$ cat src/hdl/assert_macros.svh
// ----------------------------------------------------------------------------
// assert_macros.svh
// assertion helpers used by pod_queue, empty in synthesis builds
// ----------------------------------------------------------------------------
`ifndef ASSERT_MACROS_SVH
`define ASSERT_MACROS_SVH

`ifndef SYNTHESIS

// property must hold at every clock edge outside reset
`define POD_ASSERT(name, clk, rst_n, prop) \
  name: assert property (@(posedge clk) disable iff (!rst_n) prop) \
    else $error("pod assertion failed");

// expression must never be true outside reset
`define POD_ASSERT_NEVER(name, clk, rst_n, expr) \
  name: assert property (@(posedge clk) disable iff (!rst_n) !(expr)) \
    else $error("pod assertion failed");

`else

`define POD_ASSERT(name, clk, rst_n, prop)
`define POD_ASSERT_NEVER(name, clk, rst_n, expr)

`endif

`endif

$ cat src/hdl/pod_pkg.sv
// ----------------------------------------------------------------------------
// pod_pkg
// types, widths and tables shared by the period overlap day counter
// ----------------------------------------------------------------------------
`default_nettype none

package pod_pkg;

  localparam int unsigned YEAR_W      = 14;
  localparam int unsigned MONTH_W     = 4;
  localparam int unsigned DAY_W       = 5;
  localparam int unsigned DATE_W      = YEAR_W + MONTH_W + DAY_W;
  localparam int unsigned NUM_DATES   = 4;
  localparam int unsigned IN_TDATA_W  = ((NUM_DATES * DATE_W + 7) / 8) * 8;

  localparam int unsigned CNT_W       = 22;
  localparam int unsigned OUT_TDATA_W = ((CNT_W + 7) / 8) * 8;

  // running day number of a 14-bit year fits 23 bits
  localparam int unsigned DNUM_W      = 23;
  localparam int unsigned Q100_W      = 8;
  localparam int unsigned MOFF_W      = 9;

  localparam int unsigned YEAR_MAX_DEF = 9999;
  localparam int unsigned YEAR_CMP_W   = 17;

  localparam logic [CNT_W-1:0] OVERLAP_SAT = '1;

  // floor(q / 25) for q < 4096 as (q * 5243) >> 17
  localparam int unsigned RECIP_W     = 13;
  localparam int unsigned RECIP_SHIFT = 17;
  localparam logic [RECIP_W-1:0] RECIP_25 = 13'd5243;
  localparam int unsigned PROD_W      = YEAR_W - 2 + RECIP_W;

  // queue depth must stay a power of two so the pointers wrap on their own
  localparam int unsigned QUEUE_DEPTH = 2;
  localparam int unsigned QUEUE_PTR_W = 1;
  localparam int unsigned QUEUE_CNT_W = 2;

  typedef struct packed {
    logic [DAY_W-1:0]   day;
    logic [MONTH_W-1:0] month;
    logic [YEAR_W-1:0]  year;
  } date_t;

  // one date reduced to the terms of its day number
  typedef struct packed {
    logic [DAY_W-1:0]  day;
    logic [MOFF_W-1:0] moff;
    logic [Q100_W-1:0] q100;
    logic [YEAR_W-1:0] year;
  } prep_t;

  typedef struct packed {
    logic                      bad;
    prep_t [NUM_DATES-1:0]     dates;
  } entry_t;

  // days from march 1st to the first of the month, year starting in march
  function automatic logic [MOFF_W-1:0] month_offset(input logic [MONTH_W-1:0] month);
    logic [MOFF_W-1:0] ofs;
    case (month)
      4'd3:    ofs = 9'd0;
      4'd4:    ofs = 9'd31;
      4'd5:    ofs = 9'd61;
      4'd6:    ofs = 9'd92;
      4'd7:    ofs = 9'd122;
      4'd8:    ofs = 9'd153;
      4'd9:    ofs = 9'd184;
      4'd10:   ofs = 9'd214;
      4'd11:   ofs = 9'd245;
      4'd12:   ofs = 9'd275;
      4'd1:    ofs = 9'd306;
      4'd2:    ofs = 9'd337;
      default: ofs = 9'd0;
    endcase
    return ofs;
  endfunction

endpackage

`default_nettype wire

$ cat src/hdl/pod_front.sv
// ----------------------------------------------------------------------------
// pod_front
// accepts date pairs, checks every date and reduces it to day number terms
// ----------------------------------------------------------------------------
`default_nettype none

module pod_front #(
  parameter int unsigned YEAR_MAX = pod_pkg::YEAR_MAX_DEF
) (
  input  wire                                      clk_i,
  input  wire                                      rst_ni,
  input  wire                                      in_valid_i,
  output logic                                     in_ready_o,
  input  pod_pkg::date_t [pod_pkg::NUM_DATES-1:0]  in_dates_i,
  output logic                                     out_valid_o,
  input  wire                                      out_ready_i,
  output pod_pkg::entry_t                          out_entry_o
);

  localparam logic [pod_pkg::YEAR_CMP_W-1:0] YearMaxW = pod_pkg::YEAR_CMP_W'(YEAR_MAX);

  function automatic logic [pod_pkg::DAY_W-1:0] month_days(
    input logic [pod_pkg::MONTH_W-1:0] month,
    input logic                        leap
  );
    logic [pod_pkg::DAY_W-1:0] n;
    case (month)
      4'd2:                    n = leap ? 5'd29 : 5'd28;
      4'd4, 4'd6, 4'd9, 4'd11: n = 5'd30;
      default:                 n = 5'd31;
    endcase
    return n;
  endfunction

  logic                                     s1_v_q, s2_v_q;
  logic                                     s1_rdy, s2_rdy;
  pod_pkg::date_t [pod_pkg::NUM_DATES-1:0]  s1_date_q;
  logic [pod_pkg::Q100_W-1:0]               s1_q100_q [pod_pkg::NUM_DATES];
  logic [pod_pkg::Q100_W-1:0]               q100_d    [pod_pkg::NUM_DATES];
  pod_pkg::entry_t                          s2_entry_q, s2_entry_d;

  assign s2_rdy      = !s2_v_q || out_ready_i;
  assign s1_rdy      = !s1_v_q || s2_rdy;
  assign in_ready_o  = s1_rdy;
  assign out_valid_o = s2_v_q;
  assign out_entry_o = s2_entry_q;

  // year / 100 as (year / 4) / 25 by reciprocal
  always_comb begin
    logic [pod_pkg::PROD_W-1:0] prod;
    for (int i = 0; i < pod_pkg::NUM_DATES; i++) begin
      prod      = pod_pkg::PROD_W'(in_dates_i[i].year[pod_pkg::YEAR_W-1:2])
                * pod_pkg::PROD_W'(pod_pkg::RECIP_25);
      q100_d[i] = prod[pod_pkg::RECIP_SHIFT +: pod_pkg::Q100_W];
    end
  end

  always_comb begin
    logic                             cent;
    logic                             leap;
    logic                             ok;
    logic                             early;
    logic [pod_pkg::YEAR_W-1:0]       yr;
    logic [pod_pkg::MONTH_W-1:0]      mo;
    logic [pod_pkg::DAY_W-1:0]        dy;
    s2_entry_d     = '0;
    for (int i = 0; i < pod_pkg::NUM_DATES; i++) begin
      yr    = s1_date_q[i].year;
      mo    = s1_date_q[i].month;
      dy    = s1_date_q[i].day;
      cent  = (15'(s1_q100_q[i]) * 15'd100) == 15'(yr);
      // divisible by 100 and by 16 means divisible by 400
      leap  = (yr[1:0] == 2'd0) && (!cent || (yr[3:0] == 4'd0));
      ok    = (yr != '0) && (pod_pkg::YEAR_CMP_W'(yr) <= YearMaxW)
           && (mo != '0) && (mo <= 4'd12)
           && (dy != '0) && (dy <= month_days(mo, leap));
      // january and february count as the end of the previous year
      early = (mo <= 4'd2);
      s2_entry_d.dates[i].year = early ? yr - 1'b1 : yr;
      s2_entry_d.dates[i].q100 = (early && cent) ? s1_q100_q[i] - 1'b1 : s1_q100_q[i];
      s2_entry_d.dates[i].moff = pod_pkg::month_offset(mo);
      s2_entry_d.dates[i].day  = dy;
      if (!ok) begin
        s2_entry_d.bad = 1'b1;
      end
    end
  end

  always_ff @(posedge clk_i or negedge rst_ni) begin
    if (!rst_ni) begin
      s1_v_q <= 1'b0;
      s2_v_q <= 1'b0;
    end else begin
      if (s1_rdy) begin
        s1_v_q <= in_valid_i;
      end
      if (s2_rdy) begin
        s2_v_q <= s1_v_q;
      end
    end
  end

  always_ff @(posedge clk_i) begin
    if (s1_rdy && in_valid_i) begin
      s1_date_q <= in_dates_i;
      for (int i = 0; i < pod_pkg::NUM_DATES; i++) begin
        s1_q100_q[i] <= q100_d[i];
      end
    end
    if (s2_rdy && s1_v_q) begin
      s2_entry_q <= s2_entry_d;
    end
  end

endmodule

`default_nettype wire

$ cat src/hdl/pod_queue.sv
// ----------------------------------------------------------------------------
// pod_queue
// short request queue between the front and back parts
// ----------------------------------------------------------------------------
`default_nettype none

`include "assert_macros.svh"

module pod_queue (
  input  wire              clk_i,
  input  wire              rst_ni,
  input  wire              push_valid_i,
  output logic             push_ready_o,
  input  pod_pkg::entry_t  push_data_i,
  output logic             pop_valid_o,
  input  wire              pop_ready_i,
  output pod_pkg::entry_t  pop_data_o
);

  pod_pkg::entry_t                  mem_q [pod_pkg::QUEUE_DEPTH];
  logic [pod_pkg::QUEUE_PTR_W-1:0]  wr_ptr_q, rd_ptr_q;
  logic [pod_pkg::QUEUE_CNT_W-1:0]  cnt_q;
  logic                             push, pop;

  assign push_ready_o = (cnt_q != pod_pkg::QUEUE_CNT_W'(pod_pkg::QUEUE_DEPTH));
  assign pop_valid_o  = (cnt_q != '0);
  assign pop_data_o   = mem_q[rd_ptr_q];
  assign push         = push_valid_i && push_ready_o;
  assign pop          = pop_valid_o && pop_ready_i;

  always_ff @(posedge clk_i or negedge rst_ni) begin
    if (!rst_ni) begin
      wr_ptr_q <= '0;
      rd_ptr_q <= '0;
      cnt_q    <= '0;
    end else begin
      if (push) begin
        wr_ptr_q <= wr_ptr_q + 1'b1;
      end
      if (pop) begin
        rd_ptr_q <= rd_ptr_q + 1'b1;
      end
      if (push && !pop) begin
        cnt_q <= cnt_q + 1'b1;
      end else if (pop && !push) begin
        cnt_q <= cnt_q - 1'b1;
      end
    end
  end

  always_ff @(posedge clk_i) begin
    if (push) begin
      mem_q[wr_ptr_q] <= push_data_i;
    end
  end

  `POD_ASSERT_NEVER(a_cnt_bound, clk_i, rst_ni,
    cnt_q > pod_pkg::QUEUE_CNT_W'(pod_pkg::QUEUE_DEPTH))
  `POD_ASSERT(a_push_counts, clk_i, rst_ni,
    (push && !pop) |=> (cnt_q == $past(cnt_q) + 1'b1))
  `POD_ASSERT(a_pop_counts, clk_i, rst_ni,
    (pop && !push) |=> (cnt_q == $past(cnt_q) - 1'b1))

endmodule

`default_nettype wire

$ cat src/hdl/pod_back.sv
// ----------------------------------------------------------------------------
// pod_back
// forms day numbers, intersects the two periods and registers the result
// ----------------------------------------------------------------------------
`default_nettype none

module pod_back (
  input  wire                          clk_i,
  input  wire                          rst_ni,
  input  wire                          in_valid_i,
  output logic                         in_ready_o,
  input  pod_pkg::entry_t              in_entry_i,
  output logic                         out_valid_o,
  input  wire                          out_ready_i,
  output logic [pod_pkg::CNT_W-1:0]    out_cnt_o,
  output logic                         out_bad_o
);

  logic                          b1_v_q, b2_v_q, b3_v_q;
  logic                          b1_rdy, b2_rdy, b3_rdy;
  logic                          b1_bad_q, b2_bad_q, b3_bad_q;
  logic [pod_pkg::DNUM_W-1:0]    num_d  [pod_pkg::NUM_DATES];
  logic [pod_pkg::DNUM_W-1:0]    num_q  [pod_pkg::NUM_DATES];
  logic [pod_pkg::DNUM_W-1:0]    lo_q, hi_q, lo_d, hi_d;
  logic                          rev_d;
  logic [pod_pkg::DNUM_W:0]      span;
  logic [pod_pkg::CNT_W-1:0]     cnt_d, cnt_q;

  assign b3_rdy      = !b3_v_q || out_ready_i;
  assign b2_rdy      = !b2_v_q || b3_rdy;
  assign b1_rdy      = !b1_v_q || b2_rdy;
  assign in_ready_o  = b1_rdy;
  assign out_valid_o = b3_v_q;
  assign out_cnt_o   = cnt_q;
  assign out_bad_o   = b3_bad_q;

  // 365*y + y/4 - y/100 + y/400 + month offset + day - 1
  always_comb begin
    pod_pkg::prep_t p;
    for (int i = 0; i < pod_pkg::NUM_DATES; i++) begin
      p        = in_entry_i.dates[i];
      num_d[i] = pod_pkg::DNUM_W'(p.year) * 23'd365
               + pod_pkg::DNUM_W'(p.year[pod_pkg::YEAR_W-1:2])
               - pod_pkg::DNUM_W'(p.q100)
               + pod_pkg::DNUM_W'(p.q100[pod_pkg::Q100_W-1:2])
               + pod_pkg::DNUM_W'(p.moff)
               + pod_pkg::DNUM_W'(p.day)
               - 1'b1;
    end
  end

  always_comb begin
    rev_d = (num_q[1] < num_q[0]) || (num_q[3] < num_q[2]);
    lo_d  = (num_q[0] > num_q[2]) ? num_q[0] : num_q[2];
    hi_d  = (num_q[1] < num_q[3]) ? num_q[1] : num_q[3];
  end

  always_comb begin
    span  = {1'b0, hi_q} - {1'b0, lo_q} + 1'b1;
    cnt_d = '0;
    if (!b2_bad_q && (hi_q >= lo_q)) begin
      if (span > (pod_pkg::DNUM_W + 1)'(pod_pkg::OVERLAP_SAT)) begin
        cnt_d = pod_pkg::OVERLAP_SAT;
      end else begin
        cnt_d = span[pod_pkg::CNT_W-1:0];
      end
    end
  end

  always_ff @(posedge clk_i or negedge rst_ni) begin
    if (!rst_ni) begin
      b1_v_q <= 1'b0;
      b2_v_q <= 1'b0;
      b3_v_q <= 1'b0;
    end else begin
      if (b1_rdy) begin
        b1_v_q <= in_valid_i;
      end
      if (b2_rdy) begin
        b2_v_q <= b1_v_q;
      end
      if (b3_rdy) begin
        b3_v_q <= b2_v_q;
      end
    end
  end

  always_ff @(posedge clk_i) begin
    if (b1_rdy && in_valid_i) begin
      b1_bad_q <= in_entry_i.bad;
      for (int i = 0; i < pod_pkg::NUM_DATES; i++) begin
        num_q[i] <= num_d[i];
      end
    end
    if (b2_rdy && b1_v_q) begin
      b2_bad_q <= b1_bad_q || rev_d;
      lo_q     <= lo_d;
      hi_q     <= hi_d;
    end
    if (b3_rdy && b2_v_q) begin
      b3_bad_q <= b2_bad_q;
      cnt_q    <= cnt_d;
    end
  end

endmodule

`default_nettype wire

$ cat src/hdl/period_overlap_day_counter.sv
// ----------------------------------------------------------------------------
// period_overlap_day_counter
// inclusive count of days shared by two gregorian date periods
// ----------------------------------------------------------------------------
// One request carries two periods (start and end date each). The block takes
// one request per clock cycle, sustained while the output is not stalled, and
// returns one result per request: two front stages check the dates and divide
// the years by 100 with a reciprocal multiply, a two-entry queue decouples the
// sides, and three back stages form day numbers, intersect the periods and
// register the result. The per-date constant multiplies in the front and back
// stages set the clock rate.
// A bad date or a reversed period returns a count of 0 with tuser set.
// ----------------------------------------------------------------------------
`default_nettype none

module period_overlap_day_counter #(
  parameter int unsigned YEAR_MAX = pod_pkg::YEAR_MAX_DEF
) (
  input  wire                                  clk_i,
  input  wire                                  rst_ni,
  input  wire                                  s_axis_tvalid,
  output logic                                 s_axis_tready,
  // per date, from bit 0 up: first_start, first_end, second_start, second_end,
  // each year[13:0], month[17:14], day[22:18]; bits 95:92 zero
  input  wire  [pod_pkg::IN_TDATA_W-1:0]       s_axis_tdata,
  output logic                                 m_axis_tvalid,
  input  wire                                  m_axis_tready,
  // overlap_days[21:0], bits 23:22 zero
  output logic [pod_pkg::OUT_TDATA_W-1:0]      m_axis_tdata,
  // bad_input
  output logic                                 m_axis_tuser
);

  pod_pkg::date_t [pod_pkg::NUM_DATES-1:0]  dates;
  pod_pkg::entry_t                          fq_entry, qb_entry;
  logic                                     fq_valid, fq_ready, qb_valid, qb_ready;
  logic [pod_pkg::CNT_W-1:0]                cnt;

  for (genvar g = 0; g < pod_pkg::NUM_DATES; g++) begin : g_unpack
    assign dates[g] = pod_pkg::date_t'(s_axis_tdata[g*pod_pkg::DATE_W +: pod_pkg::DATE_W]);
  end

  pod_front #(
    .YEAR_MAX (YEAR_MAX)
  ) u_front (
    .clk_i       (clk_i),
    .rst_ni      (rst_ni),
    .in_valid_i  (s_axis_tvalid),
    .in_ready_o  (s_axis_tready),
    .in_dates_i  (dates),
    .out_valid_o (fq_valid),
    .out_ready_i (fq_ready),
    .out_entry_o (fq_entry)
  );

  pod_queue u_queue (
    .clk_i        (clk_i),
    .rst_ni       (rst_ni),
    .push_valid_i (fq_valid),
    .push_ready_o (fq_ready),
    .push_data_i  (fq_entry),
    .pop_valid_o  (qb_valid),
    .pop_ready_i  (qb_ready),
    .pop_data_o   (qb_entry)
  );

  pod_back u_back (
    .clk_i       (clk_i),
    .rst_ni      (rst_ni),
    .in_valid_i  (qb_valid),
    .in_ready_o  (qb_ready),
    .in_entry_i  (qb_entry),
    .out_valid_o (m_axis_tvalid),
    .out_ready_i (m_axis_tready),
    .out_cnt_o   (cnt),
    .out_bad_o   (m_axis_tuser)
  );

  assign m_axis_tdata = pod_pkg::OUT_TDATA_W'(cnt);

endmodule

`default_nettype wire
$ cat config.mk
export PLATFORM = sky130hd
export DESIGN_NAME = period_overlap_day_counter
export DESIGN_NICKNAME = d
export VERILOG_FILES = /design/src/hdl/pod_pkg.sv /design/src/hdl/pod_front.sv /design/src/hdl/pod_queue.sv /design/src/hdl/pod_back.sv /design/src/hdl/period_overlap_day_counter.sv
export VERILOG_INCLUDE_DIRS = /design/src /design/src/hdl
export SDC_FILE = /design/constraint.sdc
export NUM_CORES = 2
export LEC_CHECK = 0
export BUFFER_PORTS_ARGS = -buffer_cell sky130_fd_sc_hd__buf_2
export CAP_MARGIN = 40
export CORE_UTILIZATION = 45
export DETAILED_ROUTE_END_ITERATION = 12
export HOLD_SLACK_MARGIN = 0.05
export PLACE_DENSITY = 0.67
export SYNTH_ARGS = -nofsm -noshare
export SYNTH_HDL_FRONTEND = slang
export SYNTH_SLANG_ARGS = --single-unit
$ cat constraint.sdc
create_clock -name clk_i -period 10 [get_ports clk_i]
set_input_delay 0 -clock clk_i [delete_from_list [all_inputs] [get_ports clk_i]]
set_output_delay 0 -clock clk_i [all_outputs]
set_load 0.01 [all_outputs]
* Word level (Yosys, flattened, before mapping) *
Memory sizes are Yosys's and may differ from the RTL's. A register that Yosys moved wholly into a read port is not among the register bits.
Index checks and enable logic that the tools add are counted.

operators by class
  multiply operators = 12
  eq/ne operators = 25
  add/subtract/negate cells = 38
  muxes and demuxes = 28
  magnitude comparators = 22
  reductions and logical operators = 87

operators by type and width
  kind                                                              number
  multiplier 12 x 13 -> 25 bit (second input constant)              4
  adder 23 x 12 -> 23 bit                                           4
  adder 23 x 5 -> 23 bit                                            4
  adder 23 x 6 -> 23 bit                                            4
  adder 23 x 9 -> 23 bit                                            4
  multiplier 14 x 9 -> 23 bit (second input constant)               4
  subtractor 23 x 1 -> 23 bit (second input constant)               4
  subtractor 23 x 8 -> 23 bit                                       4
  less-than comparator 23 bit                                       3
  == test 15 x 14 -> 1 bit                                          4
  <= comparator 14 bit (second input constant)                      4
  two-way mux 14 bit                                                4
  nonzero test 14 bit                                               4
  subtractor 14 x 1 -> 14 bit (second input constant)               4
  multiplier 8 x 5 -> 13 bit (second input constant)                4
  two-way mux 23 bit                                                2
  case mux 5 bit (2 select lines)                                   4
  logical AND 1 bit                                                 37
  == test 4 x 3 -> 1 bit (second input constant)                    8
  == test 4 bit (second input constant)                             8
  two-way mux 8 bit                                                 4
  subtractor 8 x 1 -> 8 bit (second input constant)                 4
  adder 24 x 1 -> 24 bit (second input constant)                    1
  greater-than comparator 24 x 22 -> 1 bit (second input constant)  1
  other kinds (23)                                                  84

word-level totals
  bits of input ports = 100
  word-level logic and storage cells = 258
  RAM bits = 414
  register bits after elaboration = 281
  memories kept = 7
  output and inout bits = 27
  ROM bits = 576

memory list
  name             words  bits a word  rd ports  clocked after memory_dff  wr ports  RTL line         text
  u_queue.mem_q    2      145          1         0                         1         pod_queue.sv:20  pod_pkg::entry_t mem_q [pod_pkg::QUEUE_DEPTH];
  (no name shown)  16     9            1         1                         0         pod_pkg.sv:62    case (month)
  (no name shown)  16     9            1         1                         0         pod_pkg.sv:62
  (no name shown)  16     9            1         1                         0         pod_pkg.sv:62
  (no name shown)  16     9            1         1                         0         pod_pkg.sv:62
  u_back.num_q     4      23           4         0                         4         pod_back.sv:23   logic [pod_pkg::DNUM_W-1:0] num_q [pod_pkg::NUM_DATES];
  1 more memories  --     --           --        --                        --        --

* Depth between registers and ports, before layout *
An unclocked memory read counts as a cell.

  depth in word-level cells = 11
  gate-level depth with buffers = 24
  depth with buffers taken out = 22

* By module *
Synthesis repeated with hierarchy kept, for this count alone.

unflattened totals
  cell total of the unflattened synthesis = 5285
  area, all modules = 63513.4 um^2

by module, submodules not included
  module                      cells an instance  area an instance (um^2)  times used  seq. area each (um^2)
  pod_back                    2622               27436.3                  1           4969.8
  pod_front                   2191               25318.0                  1           8127.8
  pod_queue                   469                10740.3                  1           8808.4
  period_overlap_day_counter  3                  18.8                     1           0.0

* Worst setup path before layout *
OpenSTA, ideal clock, no wires.

  path type = register to register
  start point = register u_queue.cnt_q[0] (netlist bit)
  end point = memory u_queue.mem_q[0][0] (netlist bit), enable pin
  clock period less this slack = 7315 ps
  arrival time = 6664 ps
  cell stages (with the launch flop) = 4
  path slack = 2685 ps
  path buffers = 0
  path through = dfrtp_1 > nand2b_1 > nand2_1 > nor2_1

between the ends
  word-level cells in the longest chain between the ends = 4

ends and longest elaborated chain
  what                                     RTL line         text
  from (decl)                              pod_queue.sv:22  logic [pod_pkg::QUEUE_CNT_W-1:0] cnt_q;
  from (signal assigned)                   pod_queue.sv:44  cnt_q <= cnt_q + 1'b1;
  from (signal assigned)                   pod_queue.sv:46  cnt_q <= cnt_q - 1'b1;
  != test 2 bit                            pod_queue.sv:25  assign push_ready_o = (cnt_q != pod_pkg::QUEUE_CNT_W'(pod_pkg::QUEUE_DEPTH));
  logical AND 1 bit                        pod_queue.sv:28  assign push = push_valid_i && push_ready_o;
  two-way mux 1 bit                        pod_queue.sv:52  if (push) begin
  two-way mux 1 bit (implied by the code)  pod_queue.sv:53  mem_q[wr_ptr_q] <= push_data_i;
  to (decl)                                pod_queue.sv:20

No other way between the ends.

==> flow_summary.toml <==
[run_status]
status = "finished clean"

[drt]
dr.pass1.iters = 5
num_vias = 36700
drtIter0Drc = 1856
routed_wl_mm = 123
avgViaCountPerCell = 5.06
drc = 0
ant_nets = 0
wl_per_cell_um = 16.9

[sta]
layout_setup_ws_ns = 2.21
skew_ns = 0.0260
slew_headroom = 0.263
hold_viol = 0
post-route-min-period_ns = 7.79
slew_viol_final = 0
tightest_slew_ns = 1.11
fin_crit_sh = 0.779
fmax_ghz = 0.128
rsz0062_at_grt = "false"
setup_viol = 0
setup_tns_ns = 0

[synthesis]
yosys_warnings = 0
synth_ff_type = "edfxtp_1"
syn_avg_cell_area_um2 = 12.2
synth_cell_type_count = 75
ys_seq_elements = 731
syn_inst = 5088
synth_edf_count = 722
synth-async-reset-ratio = 0.0123
syn-cell-area_mm2 = 0.0620
seq_area_frac_synth = 0.353

[setup_path]
worstPathCellList = "buf_4 > buf_4 > mux2i_1 > fa_1 > fa_1 > inv_1 > ha_1 > inv_1 > fa_1 > inv_1 > fa_1 > inv_1 > fa_1 > inv_1 > ha_1 > a41oi_1 > o21bai_1 > o41a_1 > a211o_1 > a31o_2 > a21oi_1 > xnor2_1"
cp.arrival_ns = 8.21
end_kind = "register"
worstPathMaxFanout = 36
cp_top_family = "adder cells"
start_kind = "register"
slowest_delay_ns = 0.89
slowest_stage = "dfrtp_4"
critPathBufInv = 7
path_class = "register to register"
worstPathRequired_ns = 10.43

[finish]
syn2layout_area_growth_pct = 10.9
fill_cells = 11700
drive_gt1_frac = 0.0635
final_design_area_no_fill_mm2 = 0.0687
nNetsFinal = 7144

[global_routing]
gr-total-overflow = 0
grt_start_max_net_pins = 146
grt_pass1_wl_mm = 202
grt_use_total = 0.181
antenna_found_initial = 2
grt_pass1_vias = 38600

[cts]
insertion_delay_ns = 0.68
cts_num_sinks = 731
cts_root_buffer = "clkbuf_16"
cts_tree = "yes"
cts-resized-gates = 0
cts_buffers = 80
cts_buffer_depth = 3
path_clk_slew_ns = 0.06
htreeDepth = 3

[floorplan]
rows = 135
fp.dieH_um = 373
die_w_um = 373
core_mm2 = 0.136
pin_count = 127
dieArea_mm2 = 0.139
start_util = 0.456

[worst_hold_path]
hp-class = "input pin to register"

[job]
cap_violations = 0

[place]
dp_worst_setup_slack_ns = 2.20
gp_congestion = 0.884
placed_area_mm2 = 0.0649
place_hpwl_mm = 100
numPortBuffers = 120
[cell usage in the layout, fill, tap and decap left out, drive strengths merged, types with 105 or more instances in the layout]
master          n
nor2          137
a21oi         170
xnor2         215
inv          1052
a21o          117
fa            567
dlygate4sd3   138
nand2         130
mux2i         121
ha           1072
buf           141
edfxtp        722
o21ai         105
[through the flow]
stage	instances	utilization	hold WS, ns
after global placement	6961	0.476	-0.104
final	7247	0.506	0.128
after global routing	7245	0.506	0.0799
after detailed placement	6966	0.477	-0.103
after floorplan	5089	-	-0.296
after CTS	7245	0.506	0.0607
[repair_timing]
action                                 in CTS  in global routing
hold buffers                              138                  0
endpoints found under the hold margin     144                  0
setup buffers                               0                  0
[final timing paths]
check / from / to / slack (ns) / depth (start not counted)
setup / recovery: u_queue.rd_ptr_q / u_back.num_q[2][20] / 2.21 / 22
hold / removal: s_axis_tdata[87] / u_front.s1_date_q[87] / 0.13 / 2
setup reg to reg: u_queue.rd_ptr_q / u_back.num_q[2][20] / 2.21 / 22
hold reg to reg: u_front.out_entry_o[49] / u_queue.mem_q[1][49] / 0.44 / 0
max in group asynchronous: rst_ni / u_queue.rd_ptr_q / 9.14 / 3
min in group asynchronous: rst_ni / u_queue.rd_ptr_q / 0.44 / 3
[sequential cells by signal (all words and copies together) (netlist names)]
name,flops
u_back.b2_v_q,1
u_back.hi_q,23
u_queue.cnt_q,2
u_queue.mem_q,290
u_back.b2_bad_q,1
u_front.s1_date_q,92
u_back.out_bad_o,1
u_back.b1_bad_q,1
u_back.out_valid_o,1
u_front.out_entry_o,145
u_back.b1_v_q,1
u_queue.wr_ptr_q,1
u_front.out_valid_o,1
u_back.lo_q,23
u_front.s1_v_q,1
u_back.num_q,92
u_front.s1_q100_q,32
u_queue.rd_ptr_q,1
u_back.out_cnt_o,22
[kinds of logic (layout without fill, tap and decap cells)]
group | Yosys count | after routing | synth area share
muxes | 181 | 181 | 0.0315
DFF | 731 | 731 | 0.353
and+or+nand+nor | 573 | 573 | 0.0468
buffers and inverters | 1090 | 1465 | 0.0664
adders and majority gates | 1639 | 1639 | 0.400
xor gates and xnor gates | 297 | 297 | 0.0420
other | 1 | 4 | 0.0000605
AOI/OAI and AO/OA | 576 | 576 | 0.0602
[cell type report]
cell class              count  area (µm²)  share of cell area
clock inverters            47         413             0.00601
multi-input cells        3268       36000               0.523
flip-flops and latches    731       21900               0.319
inverters                1045        3920              0.0571
well taps                1781        2230              0.0324
repair buffers            279        2220              0.0322
diodes                      2        5.00           0.0000728
clock buffers              94        2060              0.0300
[synth_stat cells (41+ instances only)]
| cell type | n | share of area |
|---|---|---|
| xor2_1 | 82 | 0.012 |
| a21oi_1 | 170 | 0.014 |
| mux2i_1 | 121 | 0.020 |
| xnor2_1 | 215 | 0.030 |
| ha_1 | 1072 | 0.22 |
| mux2_2 | 54 | 0.0098 |
| nand4_1 | 41 | 0.0041 |
| nor3_1 | 56 | 0.0045 |
| o21ai_0 | 101 | 0.0082 |
| inv_1 | 1045 | 0.063 |
| nand3_1 | 48 | 0.0039 |
| edfxtp_1 | 722 | 0.35 |
| nor2_1 | 137 | 0.0083 |
| a21o_1 | 116 | 0.014 |
| fa_1 | 567 | 0.18 |
| nand2_1 | 130 | 0.0079 |
[per-layer routing]
| metal | track usage | wire, µm | vias up |
|---|---|---|---|
| li1 | - | - | 17900 |
| met1 | 0.256 | 59100 | 18200 |
| met2 | 0.296 | 57200 | 532 |
| met3 | 0.0235 | 4390 | 126 |
| met4 | 0.0398 | 1890 | 2 |
| met5 | 0 | 20 | - |
Power is left out: the tool's default activity adds up to more than one toggle a clock period on the data nets, which glitch-free logic cannot reach.
